<file path="config.mk">
export PLATFORM = sky130hd
export DESIGN_NAME = csa_ram
export DESIGN_NICKNAME = d
export VERILOG_FILES = /design/src/chunk_slot_allocator_unit_assert.svh /design/src/csa_ram.sv
export SDC_FILE = /design/constraint.sdc
export NUM_CORES = 1
export LEC_CHECK = 0
export BUFFER_PORTS_ARGS = -buffer_cell sky130_fd_sc_hd__buf_2
export CAP_MARGIN = 20
export CORE_AREA = 4 4 89 124
export DETAILED_ROUTE_END_ITERATION = 8
export DIE_AREA = 0 0 93 128
export PLACE_DENSITY = 0.78
export SYNTH_ARGS = -nofsm -noshare
export SYNTH_HDL_FRONTEND = slang
export SYNTH_SLANG_ARGS = --single-unit
</file>
<file path="constraint.sdc">
create_clock -name clk -period 1.65 [get_ports clk]
set_input_delay 0 -clock clk [delete_from_list [all_inputs] [get_ports clk]]
set_output_delay 0 -clock clk [all_outputs]
set_load 0.005 [all_outputs]
</file>
<file path="src/chunk_slot_allocator_unit_assert.svh">
// ----------------------------------------------------------------------------
// Chunk slot allocator assertion macros
// Clocked assertion shorthands shared by the allocator RTL.
// ----------------------------------------------------------------------------
`ifndef CHUNK_SLOT_ALLOCATOR_UNIT_ASSERT_SVH
`define CHUNK_SLOT_ALLOCATOR_UNIT_ASSERT_SVH

// same-cycle implication, disabled in reset
`define CSA_ASSERT(label, ante, cons, msg) \
  label: assert property (@(posedge clk) disable iff (!rst_n) (ante) |-> (cons)) \
    else $error(msg);

// next-cycle implication, disabled in reset
`define CSA_ASSERT_NEXT(label, ante, cons, msg) \
  label: assert property (@(posedge clk) disable iff (!rst_n) (ante) |=> (cons)) \
    else $error(msg);

`endif

</file>
<file path="src/csa_ram.sv">
// ----------------------------------------------------------------------------
// Chunk slot allocator RAM
// Simple dual-port RAM: one write port, one registered read port.
// ----------------------------------------------------------------------------
module csa_ram #(
  parameter int WIDTH = 8,
  parameter int DEPTH = 16
) (
  input  logic                     clk,
  input  logic                     we,
  input  logic [$clog2(DEPTH)-1:0] waddr,
  input  logic [WIDTH-1:0]         wdata,
  input  logic [$clog2(DEPTH)-1:0] raddr,
  output logic [WIDTH-1:0]         rdata
);

  logic [WIDTH-1:0] mem [DEPTH];

  always_ff @(posedge clk) begin
    if (we) begin
      mem[waddr] <= wdata;
    end
    rdata <= mem[raddr];
  end

endmodule

</file>
Word-level counts from Yosys, hierarchy flattened
Memory sizes are Yosys's and may differ from the RTL's. A register that Yosys moved wholly into a read port is not among the register bits.
Index checks and enable logic that the tools add are counted.
Widths: inputs -> output; s select.
Word-level totals
  bits in registers: 0
  memories: 1
  bits in writable memories: 128
  logic and storage cells: 3
Operators by class
  multiplexer cells: 2
Memory list
  mem: depth 16, width 8, read ports 1, clocked after memory_dff 1, write ports 1, RTL line csa_ram.sv:17  | logic [WIDTH-1:0] mem [DEPTH];
Operators with widths (number)
  $mux 1: 2

Longest topological paths before layout
  word-level depth: 2
  mapped depth: 5
  mapped depth without buffers: 3

Least setup slack after synthesis
OpenSTA, ideal clock, no wires.
  path type: input port to flip-flop
  from: in waddr[2]
  to: mem mem[0][0], enable pin
  data required time: 1267 ps
  setup time: 383 ps
  arrival time: 1110 ps
  slack: 157 ps
  buffers on the path: 0
  stages: 2
  cell sequence: or3b_2 > nor3_1
RTL lines
  from (decl): RTL line csa_ram.sv:11  | input logic [$clog2(DEPTH)-1:0] waddr,
  to (decl): RTL line csa_ram.sv:17
No word-level cell before the write port.

==> results.cfg <==
[status]
status = complete, no violations

[timing]
max_slew_margin = 0.725
fin_crit_ns = 1.39
max_clock_freq_mhz = 722
finalCritPeriodShare = 0.840
tightest_slew_ns = 0.411
rsz0062_at_grt = false
setup_tns_ns = 0
maxSlewViolCount = 0
finalSetupViolCount = 0
fin_skew_ns = 0.00570
finalHoldViolations = 0

[floorplan]
dieHeight_um = 128
core_um2 = 9900
start_util = 0.520
rows = 43
pin_count = 26
fp.dieArea_um2 = 11900
die_w_um = 93

[synth]
yosysSeqAreaShare = 0.778
synthFlopType = edfxtp_1
yosys_register_bits = 136
synth_edf_count = 128
syn_nets = 247
netlist_instances = 229
yosysWarnings = 0
avgSynthCellArea_um2 = 22.5
yosysTopAreaCell = edfxtp_1
yosysTopAreaCellShare = 0.747
synth_area_um2 = 5150
synthArstFlopShare = 0
synth.area.top_cells = edfxtp_1 (75%), mux4_2 (7.9%), mux4_1 (7.1%)
synth_cell_types = 19

[routing]
drc = 0
drt-initial-drc-count = 219
totalWireLength_mm = 9.97
dr.pass1.iters = 5
ant_nets = 0
avgRoutedWirePerCell_um = 22.7
num_vias = 2519
routed_via_density = 5.73

[place]
hpwl_mm = 6.17
gp_congestion = 0.774
port_buffers = 25
dpl.cell_count = 400

[worst_hold_path]
hp-class = input pin to flip-flop
timing.hold.worst_path_depth = 4

[global_routing]
grt_max_degree = 33
overflow = 0
antenna_found_initial = 0
track_usage = 0.191
first_global_vias = 2674
grt_first_pass_wirelength_mm = 15.9

[clock_network]
clk_latency_ns = 0.41
path_clk_slew_ns = 0.06
cts_max_path_buffers = 2
clock-sinks = 136
tritoncts = yes
post_cts_resized = 0
numCtsBuffers = 17
cts_htree_levels = 4
cts-root-buf = clkbuf_16

[worst_setup_path]
critPathKind = flip-flop to flip-flop
setup.worst_path.end_class = flip-flop
arrival_ns = 1.67
crit_slowest_cell = mux4_1
r2r_slack_ns = 0.26
path_cells = mux4_1 -> a22oi_1 -> nand2_1
cp_top_family = multiplexers
cp.required_ns = 1.93
crit_buf_inv = 0
crit_fanout = 1
startpoint_type = flip-flop
ff2ff_path_depth = 3
cpPeakStageDelay_ns = 0.53
worst-path-stages = 3

[pwr]
leakagePower_uw = 0.00215
irDropWorstVdd_mv = 0.806
power_density_nw_per_um2 = 1310

[cells_and_area]
fin_nets = 310
stdcell_count = 440
syn2layout_area_growth_pct = 21.4
drive_gt1_frac = 0.311
mostFrequentLayoutCell = edfxtp_1
final_cell_mix = edfxtp_1 (128), buf_2 (25), buf_4 (19)
antennaDiodeCount = 0
nFillCells = 675

[flow_run]
drv_cap = 0
area by class of cell:
class	count	area, um^2	share of cell area
well taps	135	169	0.0270
repair buffers	54	388	0.0620
multi-input cells	83	1060	0.169
clock buffers	21	460	0.0737
flip-flops and latches	136	4000	0.641
clock inverters	11	173	0.0276
report_power, final:
| part | internal, uW | switching (uW) |
|---|---|---|
| Combinational | 171 | 199 |
| Sequential | 3860 | 25.0 |
| Clock | 2610 | 1330 |
| Total | 6650 | 1550 |
path summary, 6_finish.rpt:
| kind | start | endpoint |
|---|---|---|
| setup / recovery | mem[1][0] | rdata[0] |
| hold / removal | raddr[2] | rdata[5] |
| setup reg to reg | mem[1][0] | rdata[0] |
| hold reg to reg | mem[7][2] | rdata[2] |
sequential cells by signal (all words and copies together) (netlist names):
name / cells
mem: 128
rdata: 8
cells by family after synthesis:
| logic type | Yosys count | share of synthesized area |
|---|---|---|
| flops | 136 | 0.778 |
| simple gates | 35 | 0.0318 |
| mux | 32 | 0.150 |
| compound gates | 16 | 0.0233 |
| buf+inv | 10 | 0.0168 |
cell usage after synthesis (2+ instances only):
master           number
dfxtp_1               8
nor3_1                4
nand2b_1              2
a22oi_1              16
mux4_2               18
mux4_1               14
buf_2                 3
nand2_1               9
buf_6                 3
clkdlybuf4s25_2       3
nor2_1               13
nand3b_1              2
edfxtp_1            128
stage by stage:
step	power [uW]	utilization	setup WS [ns]	cell area, um^2	hold slack [ns]
after floorplan	4150	-	0.157	5150	0.0989
after global placement	4300	0.559	0.215	5540	0.378
after detailed placement	4310	0.559	0.176	5540	0.389
after CTS	8240	0.631	0.225	6250	0.0538
after global routing	8480	0.631	0.135	6250	0.0820
final	8200	0.631	0.264	6250	0.0637
per-layer routing:
| layer | track usage | share of wire |
|---|---|---|
| met5 | 0 | 0 |
| met4 | 0.0837 | 0.023 |
| met3 | 0.0476 | 0.057 |
| met2 | 0.323 | 0.54 |
| met1 | 0.233 | 0.38 |
tightest hold or removal path, stage by stage:
cell and delay (ns):
buf_2 0.10, nor2b_1 0.08, a22oi_1 0.17, nand2_1 0.06
what timing repair did:
item	4_1_cts	5_1_grt
endpoints found under the hold margin	128	0
hold buffers	8	0
buffers inserted	0	0
endpoints found under the setup margin	0	0
Power figures use the tool's default switching activity.
